<file path="config.mk">
export PLATFORM = sky130hd
export DESIGN_NAME = prim_minimum_spanning_tree_core
export DESIGN_NICKNAME = d
export VERILOG_FILES = /design/src/hw/rtl/pmst_pkg.sv /design/src/hw/rtl/pmst_ram.sv /design/src/hw/rtl/pmst_min_unit.sv /design/src/hw/rtl/prim_minimum_spanning_tree_core.sv
export VERILOG_INCLUDE_DIRS = /design/src /design/src/hw/rtl
export SDC_FILE = /design/constraint.sdc
export NUM_CORES = 2
export LEC_CHECK = 0
export ABC_AREA = 0
export CORE_ASPECT_RATIO = 1.5
export CORE_MARGIN = 2
export CORE_UTILIZATION = 55
export DETAILED_ROUTE_END_ITERATION = 7
export DONT_BUFFER_PORTS = 1
export PLACE_DENSITY_LB_ADDON = 0.3
export SYNTH_ARGS = -nofsm -noshare
export SYNTH_HDL_FRONTEND = slang
export SYNTH_SLANG_ARGS = --single-unit
</file>
<file path="constraint.sdc">
create_clock -name clk -period 5.3 [get_ports clk]
set_input_delay 1.06 -clock clk [delete_from_list [all_inputs] [get_ports clk]]
set_output_delay 1.06 -clock clk [all_outputs]
set_load 0.1 [all_outputs]
</file>
<file path="src/hw/rtl/prim_minimum_spanning_tree_core_assert.svh">
// Assertion macros for the spanning tree core.
// Depends on nothing; included by the top level.
`ifndef PRIM_MINIMUM_SPANNING_TREE_CORE_ASSERT_SVH
`define PRIM_MINIMUM_SPANNING_TREE_CORE_ASSERT_SVH

`ifndef NO_ASSERTIONS
`define PMST_ASSERT_IMP(label, clk, rst, ante, cons) \
  label: assert property (@(posedge clk) disable iff (rst) (ante) |-> (cons)) \
    else $error("pmst assertion failed");
`define PMST_ASSERT_NXT(label, clk, rst, ante, cons) \
  label: assert property (@(posedge clk) disable iff (rst) (ante) |=> (cons)) \
    else $error("pmst assertion failed");
`else
`define PMST_ASSERT_IMP(label, clk, rst, ante, cons)
`define PMST_ASSERT_NXT(label, clk, rst, ante, cons)
`endif

`endif

</file>
<file path="src/hw/rtl/pmst_pkg.sv">
// Shared types and constants of the spanning tree core.
// Used by every module of the block but the RAM; depends on nothing.
package pmst_pkg;

  localparam int MAX_NODES_DEFAULT = 16;
  localparam int WEIGHT_W          = 10;
  localparam int COST_W            = 14;
  localparam int PORT_IDX_W        = 4;
  localparam int NODE_COUNT_W      = 5;

  localparam logic [WEIGHT_W-1:0]     NO_EDGE_WEIGHT   = 10'd1000;
  localparam logic [COST_W-1:0]       COST_MAX         = 14'd16383;
  localparam logic [NODE_COUNT_W-1:0] NODE_COUNT_RESET = 5'd16;

  typedef struct packed {
    logic [PORT_IDX_W-1:0] row_index;
    logic [PORT_IDX_W-1:0] col_index;
    logic [WEIGHT_W-1:0]   edge_weight_in;
    logic                  last_entry;
  } item_t;

  typedef struct packed {
    logic [PORT_IDX_W-1:0] edge_from;
    logic [PORT_IDX_W-1:0] edge_to;
    logic [WEIGHT_W-1:0]   edge_weight_out;
    logic [COST_W-1:0]     total_cost;
    logic                  no_path;
    logic                  last_edge;
  } result_t;

  typedef struct packed {
    logic start;
    logic sample;
    logic eligible;
  } cmp_ctrl_t;

endpackage

</file>
<file path="src/hw/rtl/pmst_ram.sv">
// Generic single-write, single-read RAM with registered read data.
// Depends on nothing.
module pmst_ram #(
  parameter int WIDTH  = 10,
  parameter int DEPTH  = 256,
  parameter int ADDR_W = $clog2(DEPTH)
) (
  input  logic              clk,
  input  logic              we,
  input  logic [ADDR_W-1:0] waddr,
  input  logic [WIDTH-1:0]  wdata,
  input  logic [ADDR_W-1:0] raddr,
  output logic [WIDTH-1:0]  rdata
);

  logic [WIDTH-1:0] mem [DEPTH];

  always_ff @(posedge clk) begin
    if (we) begin
      mem[waddr] <= wdata;
    end
    rdata <= mem[raddr];
  end

endmodule

</file>
<file path="src/hw/rtl/pmst_min_unit.sv">
// Shared compare unit: keeps the lightest eligible edge seen in one scan.
// Depends on pmst_pkg for widths, the no-edge limit and the control struct.
module pmst_min_unit #(
  parameter int NODE_W = 4
) (
  input  logic                          clk,
  input  logic                          rst,
  input  pmst_pkg::cmp_ctrl_t           ctrl,
  input  logic [pmst_pkg::WEIGHT_W-1:0] weight,
  input  logic [NODE_W-1:0]             from_node,
  input  logic [NODE_W-1:0]             to_node,
  output logic [pmst_pkg::WEIGHT_W-1:0] best,
  output logic [NODE_W-1:0]             best_from,
  output logic [NODE_W-1:0]             best_to,
  output logic                          found
);

  logic take;

  assign take = ctrl.sample && ctrl.eligible && (weight != '0) && (weight < best);

  always_ff @(posedge clk) begin
    if (rst) begin
      found <= 1'b0;
      best  <= pmst_pkg::NO_EDGE_WEIGHT;
    end else if (ctrl.start) begin
      found <= 1'b0;
      best  <= pmst_pkg::NO_EDGE_WEIGHT;
    end else if (take) begin
      found <= 1'b1;
      best  <= weight;
    end
  end

  always_ff @(posedge clk) begin
    if (take && !ctrl.start) begin
      best_from <= from_node;
      best_to   <= to_node;
    end
  end

endmodule

</file>
<file path="src/hw/rtl/prim_minimum_spanning_tree_core.sv">
// Top level of the spanning tree core: sequencer, matrix store and output register.
// Depends on pmst_pkg, pmst_ram, pmst_min_unit and the assertion header.
//
//   channel  direction  handshake                  payload
//   item     in         item_valid / item_ready    pmst_pkg::item_t
//   result   out        result_valid / result_ready pmst_pkg::result_t
//   config   in         cfg_wen                    cfg_wdata (node_count)
//
// The last matrix entry starts a run: each tree edge is found by a scan of all n*n
// matrix entries through the one RAM read port and the shared compare unit, then the
// drain, eval and emit states, where it waits for the result to be taken.
// After reset the matrix is swept to zero, all 2**(2*clog2(MAX_NODES)) entries
// (256 by default), with item_ready low. Item_ready stays low for the whole run.
`include "prim_minimum_spanning_tree_core_assert.svh"

module prim_minimum_spanning_tree_core #(
  parameter int MAX_NODES = pmst_pkg::MAX_NODES_DEFAULT
) (
  input  logic                              clk,
  input  logic                              rst,
  input  logic                              item_valid,
  output logic                              item_ready,
  input  pmst_pkg::item_t                   item,
  output logic                              result_valid,
  input  logic                              result_ready,
  output pmst_pkg::result_t                 result,
  input  logic                              cfg_wen,
  input  logic [pmst_pkg::NODE_COUNT_W-1:0] cfg_wdata
);

  localparam int NODE_W = $clog2(MAX_NODES);
  localparam int ADDR_W = 2 * NODE_W;
  localparam int DEPTH  = 1 << ADDR_W;
  localparam int CNT_W  = $clog2(MAX_NODES + 1);
  localparam int IDX_W  = (NODE_W > pmst_pkg::PORT_IDX_W) ? NODE_W : pmst_pkg::PORT_IDX_W;
  localparam int CMP_W  = (CNT_W > pmst_pkg::NODE_COUNT_W) ? CNT_W : pmst_pkg::NODE_COUNT_W;

  localparam logic [2:0] ST_CLEAR = 3'd0;
  localparam logic [2:0] ST_LOAD  = 3'd1;
  localparam logic [2:0] ST_SCAN  = 3'd2;
  localparam logic [2:0] ST_DRAIN = 3'd3;
  localparam logic [2:0] ST_EVAL  = 3'd4;
  localparam logic [2:0] ST_EMIT  = 3'd5;

  logic [2:0]                          state;
  logic [2:0]                          state_next;
  logic [ADDR_W-1:0]                   clr_addr;
  logic [pmst_pkg::NODE_COUNT_W-1:0]   node_count;
  logic [CNT_W-1:0]                    n_use;
  logic [CNT_W-1:0]                    step;
  logic [NODE_W-1:0]                   scan_i;
  logic [NODE_W-1:0]                   scan_j;
  logic                                rd_pend;
  logic [NODE_W-1:0]                   rd_i;
  logic [NODE_W-1:0]                   rd_j;
  logic [MAX_NODES-1:0]                visited;
  logic [pmst_pkg::COST_W-1:0]         cost_sum;

  logic                                item_acc;
  logic                                run_start;
  logic                                next_step;
  logic [IDX_W-1:0]                    row_ext;
  logic [IDX_W-1:0]                    col_ext;
  logic                                in_range;
  logic                                ram_we;
  logic [ADDR_W-1:0]                   ram_waddr;
  logic [pmst_pkg::WEIGHT_W-1:0]       ram_wdata;
  logic [pmst_pkg::WEIGHT_W-1:0]       ram_rdata;
  logic [CMP_W-1:0]                    nc_ext;
  logic [CNT_W-1:0]                    n_clamp;
  logic                                last_i;
  logic                                last_j;
  pmst_pkg::cmp_ctrl_t                 cmp_ctrl;
  logic [pmst_pkg::WEIGHT_W-1:0]       best;
  logic [NODE_W-1:0]                   best_from;
  logic [NODE_W-1:0]                   best_to;
  logic                                found;
  logic [pmst_pkg::COST_W:0]           cost_wide;
  logic [pmst_pkg::COST_W-1:0]         cost_next;
  logic [IDX_W-1:0]                    from_ext;
  logic [IDX_W-1:0]                    to_ext;

  assign item_ready = (state == ST_LOAD);
  assign item_acc   = item_valid && item_ready;
  assign run_start  = item_acc && item.last_entry;
  assign next_step  = (state == ST_EMIT) && result_ready && !result.last_edge;

  assign row_ext  = IDX_W'(item.row_index);
  assign col_ext  = IDX_W'(item.col_index);
  assign in_range = ({1'b0, row_ext} < (IDX_W + 1)'(MAX_NODES)) &&
                    ({1'b0, col_ext} < (IDX_W + 1)'(MAX_NODES));

  always_comb begin
    ram_we    = 1'b0;
    ram_waddr = clr_addr;
    ram_wdata = '0;
    if (state == ST_CLEAR) begin
      ram_we = 1'b1;
    end else if (item_acc && in_range) begin
      ram_we    = 1'b1;
      ram_waddr = {row_ext[NODE_W-1:0], col_ext[NODE_W-1:0]};
      ram_wdata = item.edge_weight_in;
    end
  end

  pmst_ram #(
    .WIDTH  (pmst_pkg::WEIGHT_W),
    .DEPTH  (DEPTH),
    .ADDR_W (ADDR_W)
  ) u_matrix (
    .clk   (clk),
    .we    (ram_we),
    .waddr (ram_waddr),
    .wdata (ram_wdata),
    .raddr ({scan_i, scan_j}),
    .rdata (ram_rdata)
  );

  assign cmp_ctrl.start    = run_start || next_step;
  assign cmp_ctrl.sample   = rd_pend;
  assign cmp_ctrl.eligible = visited[rd_i] && !visited[rd_j];

  pmst_min_unit #(
    .NODE_W (NODE_W)
  ) u_min (
    .clk       (clk),
    .rst       (rst),
    .ctrl      (cmp_ctrl),
    .weight    (ram_rdata),
    .from_node (rd_i),
    .to_node   (rd_j),
    .best      (best),
    .best_from (best_from),
    .best_to   (best_to),
    .found     (found)
  );

  assign nc_ext = CMP_W'(node_count);
  always_comb begin
    priority if (nc_ext < CMP_W'(2)) begin
      n_clamp = CNT_W'(2);
    end else if (nc_ext > CMP_W'(MAX_NODES)) begin
      n_clamp = CNT_W'(MAX_NODES);
    end else begin
      n_clamp = nc_ext[CNT_W-1:0];
    end
  end

  assign last_i = (CNT_W'(scan_i) == n_use - CNT_W'(1));
  assign last_j = (CNT_W'(scan_j) == n_use - CNT_W'(1));

  assign cost_wide = {1'b0, cost_sum} + (pmst_pkg::COST_W + 1)'(best);
  assign cost_next = cost_wide[pmst_pkg::COST_W] ? pmst_pkg::COST_MAX
                                                 : cost_wide[pmst_pkg::COST_W-1:0];
  assign from_ext  = IDX_W'(best_from);
  assign to_ext    = IDX_W'(best_to);

  always_comb begin
    state_next = state;
    unique case (state)
      ST_CLEAR: begin
        if (clr_addr == ADDR_W'(DEPTH - 1)) begin
          state_next = ST_LOAD;
        end
      end
      ST_LOAD: begin
        if (run_start) begin
          state_next = ST_SCAN;
        end
      end
      ST_SCAN: begin
        if (last_i && last_j) begin
          state_next = ST_DRAIN;
        end
      end
      ST_DRAIN: state_next = ST_EVAL;
      ST_EVAL:  state_next = ST_EMIT;
      ST_EMIT: begin
        if (result_ready) begin
          state_next = result.last_edge ? ST_LOAD : ST_SCAN;
        end
      end
      default: state_next = ST_CLEAR;
    endcase
  end

  always_ff @(posedge clk) begin
    if (rst) begin
      state        <= ST_CLEAR;
      clr_addr     <= '0;
      node_count   <= pmst_pkg::NODE_COUNT_RESET;
      rd_pend      <= 1'b0;
      result_valid <= 1'b0;
      visited      <= '0;
      cost_sum     <= '0;
      step         <= '0;
      n_use        <= CNT_W'(2);
      scan_i       <= '0;
      scan_j       <= '0;
    end else begin
      state   <= state_next;
      rd_pend <= (state == ST_SCAN);
      if (cfg_wen) begin
        node_count <= cfg_wdata;
      end
      if (state == ST_CLEAR) begin
        clr_addr <= clr_addr + ADDR_W'(1);
      end
      if (run_start) begin
        visited  <= MAX_NODES'(1);
        cost_sum <= '0;
        step     <= '0;
        n_use    <= n_clamp;
      end
      if (run_start || next_step) begin
        scan_i <= '0;
        scan_j <= '0;
      end else if (state == ST_SCAN) begin
        if (last_j) begin
          scan_j <= '0;
          if (!last_i) begin
            scan_i <= scan_i + NODE_W'(1);
          end
        end else begin
          scan_j <= scan_j + NODE_W'(1);
        end
      end
      if (state == ST_EVAL) begin
        result_valid <= 1'b1;
        if (found) begin
          visited  <= visited | (MAX_NODES'(1) << best_to);
          cost_sum <= cost_next;
          step     <= step + CNT_W'(1);
        end
      end else if ((state == ST_EMIT) && result_ready) begin
        result_valid <= 1'b0;
      end
    end
  end

  always_ff @(posedge clk) begin
    rd_i <= scan_i;
    rd_j <= scan_j;
    if (state == ST_EVAL) begin
      if (found) begin
        result.edge_from       <= from_ext[pmst_pkg::PORT_IDX_W-1:0];
        result.edge_to         <= to_ext[pmst_pkg::PORT_IDX_W-1:0];
        result.edge_weight_out <= best;
        result.total_cost      <= cost_next;
        result.no_path         <= 1'b0;
        result.last_edge       <= (step + CNT_W'(2) == n_use);
      end else begin
        result.edge_from       <= '0;
        result.edge_to         <= '0;
        result.edge_weight_out <= '0;
        result.total_cost      <= cost_sum;
        result.no_path         <= 1'b1;
        result.last_edge       <= 1'b1;
      end
    end
  end

  `PMST_ASSERT_IMP(a_ready_excl, clk, rst, item_ready, !result_valid)
  `PMST_ASSERT_IMP(a_nopath_last, clk, rst, result_valid && result.no_path, result.last_edge)
  `PMST_ASSERT_NXT(a_last_reload, clk, rst, result_valid && result_ready && result.last_edge, item_ready)
  `PMST_ASSERT_IMP(a_root_visited, clk, rst, state == ST_SCAN, visited[0])

endmodule

</file>
==> implementation parameters <==
Parameter                              Value

Finish
  Number of nets in the finished design    5573
  Area occupied by registers    between 80000 and 90000 um^2
  Share of cells above drive strength 1    between 20% and 30%
  Most frequent standard cell in the layout excluding fill and tap cells    edfxtp_1
  Finished Layout Cells    8187
  Area Overhead vs Synth    10.6%
  Utilization of the core after routing    roughly 61%
  Commonest non-fill, non-tap cells in the layout    2602 x edfxtp_1, 564 x mux4_2, 370 x nor2_1
  Finished layout cell area    approximately 120000 um^2
  Area occupied by multi-input gates    between 20000 and 25000 um^2
  Final-layout fill cell count    approximately 13000

Detailed routing
  Remaining antenna violation count after routing    0
  Wire length per cell after detailed routing    ~34 um
  Drt pass-1 iters    8
  DRC violations left    1
  Detailed Route Iter0 Violations    ~7000
  Via density    between 6 and 7
  Total detailed-routing wirelength    between 200 and 300 mm
  Via Count    roughly 54000

Min path
  Hold Path End    result_valid$_SDFFE_PP0P_
  Number of cells on the worst hold path    1
  Type of the tightest min-delay check    primary input to flip-flop
  Origin of the worst min-delay path    rst

Clock tree
  Cell at the root of the clock tree    clkbuf_16
  Clock transition time at the flip-flop clock pins of the worst setup and hold paths    0.07 ns
  Clock tree from TritonCTS    done
  Post-CTS setup buffer count    0
  Clock buffer count from CTS    approximately 240
  Quantity of hold-fixing buffers added after cts    0
  Source-to-sink clock delay at the later pin of the worst-skew pair    approximately 0.88 ns
  Maximum clock insertion buffer count    4
  Count of cells resized by post-cts repair    0
  H-tree level count    4
  Sink count of the clock tree    2697

Place
  DP Wirelength    roughly 180 mm
  Placed cell count    7768
  Placement-stage cell area    between 100000 and 150000 um^2
  Count of port buffers added during placement    0
  Worst-case setup slack after placement    roughly 0.74 ns
  Global placement routability congestion    0.950

Setup path
  Cell chain of the critical path    nor3b_2 -> buf_4 -> and2_1 -> nand3b_1 -> nand2_1 -> nand3_1 -> nor2_1
  Kind of critical path    flip-flop to flip-flop
  Top fanout value on the critical path    20
  WP buf/inv    1
  Max stage delay cell, worst path    nor2_1
  R2r setup slk    between 0.6 and 0.7 ns
  Worst Reg-to-Reg Cells    7
  Maximum single-stage delay on the critical path    1.18 ns
  Worst setup SP type    flip-flop
  Critical path endpoint category    flip-flop
  Worst path required time    slightly below 6 ns
  Reg2reg end    u_matrix.mem[133][8]$_DFFE_PP_
  Critical Path AT    ~5.1 ns
  Worst reg2reg path startpoint    state[0]$_SDFFE_PP0P_
  Cell family with the largest share of critical-path delay    simple AND/OR/NAND/NOR gates

STA
  Final clock skew    about 0.068 ns
  Post-layout worst setup margin    0.700 ns
  Slew at the pin closest to its max-slew limit    1.43 ns
  Max Freq    217 MHz
  Final setup violation count    0
  Unrepaired setup endpoints after global routing    false
  Final Hold Fails    0
  Max-slew headroom    under 10%
  Clock period minus final worst setup slack    around 4.6 ns
  Number of pins with negative max-slew slack in the final report    0
  Post-route fraction of the period consumed by the critical path    between 80 and 90%

Job
  # Max-Cap Violations    0

GRT
  Number of antenna violations at the first check in global routing    6
  Overflow after GRT    0
  Via count of the first global-routing pass    ~54000
  Pin count of the biggest net entering global routing    between 150 and 200
  Total Routing Usage GR    roughly 28%
  Wire length of the first global-routing pass    just under 400 mm

Pwr
  Switching portion of total power    a little under a fifth
  LEAKAGE    approximately 0.04 uW
  Power consumption    39800 uW
  Comb power frac    0.6%
  Maximum vdd drop    between 0.0003 and 0.0004 V
  Portion of total power attributed to sequential cells    just under 60%
  Net switching power figure    roughly 7600 uW
  Clock network fraction of design power    41.5%
  Cell internal pwr    32200 uW
  Power per Cell Area    between 300 and 400 nW/um^2

Synthesis
  EDFF count, synth    2602
  Cell types occupying the most area after synthesis    edfxtp_1 73%, mux4_2 12%, mux2i_1 2.6%
  Synth Cell Area    107000 um^2
  Synthesized area per cell    ~20 um^2
  Post-Syn Instances    ~5300
  Top-area cell type share of the netlist area    73.3%
  Total of flip-flops plus latches after synthesis    approximately 2700
  Register area share after synthesis    75.1%
  Proportion of synthesized flip-flops having asynchronous set or reset    0%
  Most common flop cell mapped by yosys    edfxtp_1
  Yosys warning total    0
  Library cells used by synthesis    90
  Synth area leader    edfxtp_1
  Post-synthesis net count    about 5300

Floorplan
  Chip Height    ~540 um
  Boundary Pins    65
  Initial cell density of the core    55.4%
  Area of the die    around 200000 um^2
  Placeable core region    around 190000 um^2
  Core Rows    197
  Die Wd    ~360 um

Run status
  Violated checks    design-rule violations
  Result of the run    complete, but fails checks
## layout make-up
type / instances / share of cell area (%)
Inverter: 23 / 0.0797
Timing Repair Buffer: 337 / 2.53
Antenna cell: 2 / 0.00425
Sequential cell: 2697 / 68.0
Clock inverter: 122 / 0.904
Tap cell: 2487 / 2.64
Multi-Input combinational cell: 2224 / 20.6
Clock buffer: 295 / 5.30
## registers in the layout (all words and copies together), names as in the netlist, 5 cells and up
register / count
cost_sum: 14
u_matrix.mem: 2560
visited: 16
u_min.best: 10
clr_addr: 8
n_use: 5
u_matrix.rdata: 10
result: 34
step: 5
nc_ext: 5
## Yosys cell counts, types with 23 or more instances
library cell and n:
nor2_1 372, a221oi_1 56, mux4_2 564, nor3_1 51, o21ai_0 80, clkbuf_1 96
nand2_1 144, edfxtp_1 2602, mux2_2 23, dfxtp_1 95, buf_1 24, a22oi_1 29
mux4_1 33, ha_1 25, buf_2 70, buf_6 53, nand3_1 70, mux2i_1 277
a21oi_1 120
## worst max path at each step
stage	startpoint	endpoint	slack (ns)	cells after the start
3_5_place_dp	item_valid	u_matrix.mem[133][0]$_DFFE_PP_	0.74	5
4_1_cts	state[0]$_SDFFE_PP0P_	u_matrix.mem[133][4]$_DFFE_PP_	0.85	7
3_3_place_gp	item_valid	u_matrix.mem[133][3]$_DFFE_PP_	0.73	5
5_1_grt	state[0]$_SDFFE_PP0P_	u_matrix.mem[133][4]$_DFFE_PP_	0.60	7
6_report	state[0]$_SDFFE_PP0P_	u_matrix.mem[133][8]$_DFFE_PP_	0.70	7
2_1_floorplan	item_valid	u_matrix.mem[0][9]$_DFFE_PP_	-0.16	2
## metrics by stage
step / hold WS (ns) / TNS (ns)
2_1_floorplan: 0.326 / -40.00
3_3_place_gp: 0.431 / 0
3_5_place_dp: 0.438 / 0
4_1_cts: 0.203 / 0
5_1_grt: 0.215 / 0
6_report: 0.240 / 0
## power groups by stage
stage                     Clock (uW)  Combinational, uW  Sequential [uW]
after global routing           17400                225            23100
final                          16500                223            23100
after global placement             0                213            23500
after detailed placement           0                216            23500
after floorplan                    0                105            23500
after CTS                      16700                217            23100
## layer usage
layer  wire, um  part of all wire [%]  GRT usage [%]
met2     141000                    50           47.7
met4      19800                   7.1           17.0
met3      25100                   9.0           5.32
met5         25                0.0089              0
met1      93700                    34           34.5
## kinds of logic after synthesis
logic type	share of synthesized area, %
DFF	75.1
muxes	15.6
and+or+nand+nor	3.23
AOI/OAI and AO/OA	3.27
buffers and inverters	2.21
xor gates and xnor gates	0.279
adders and majority gates	0.312
## worst reg2reg max path: cells and delay by family (launching register included)
kind / cells / cell delay, ns
AND/OR/NAND/NOR: 6 / 3.49
flip-flops: 1 / 0.49
buffers and inverters: 1 / 0.22
Note: power is estimated with default switching activity, not from simulation.
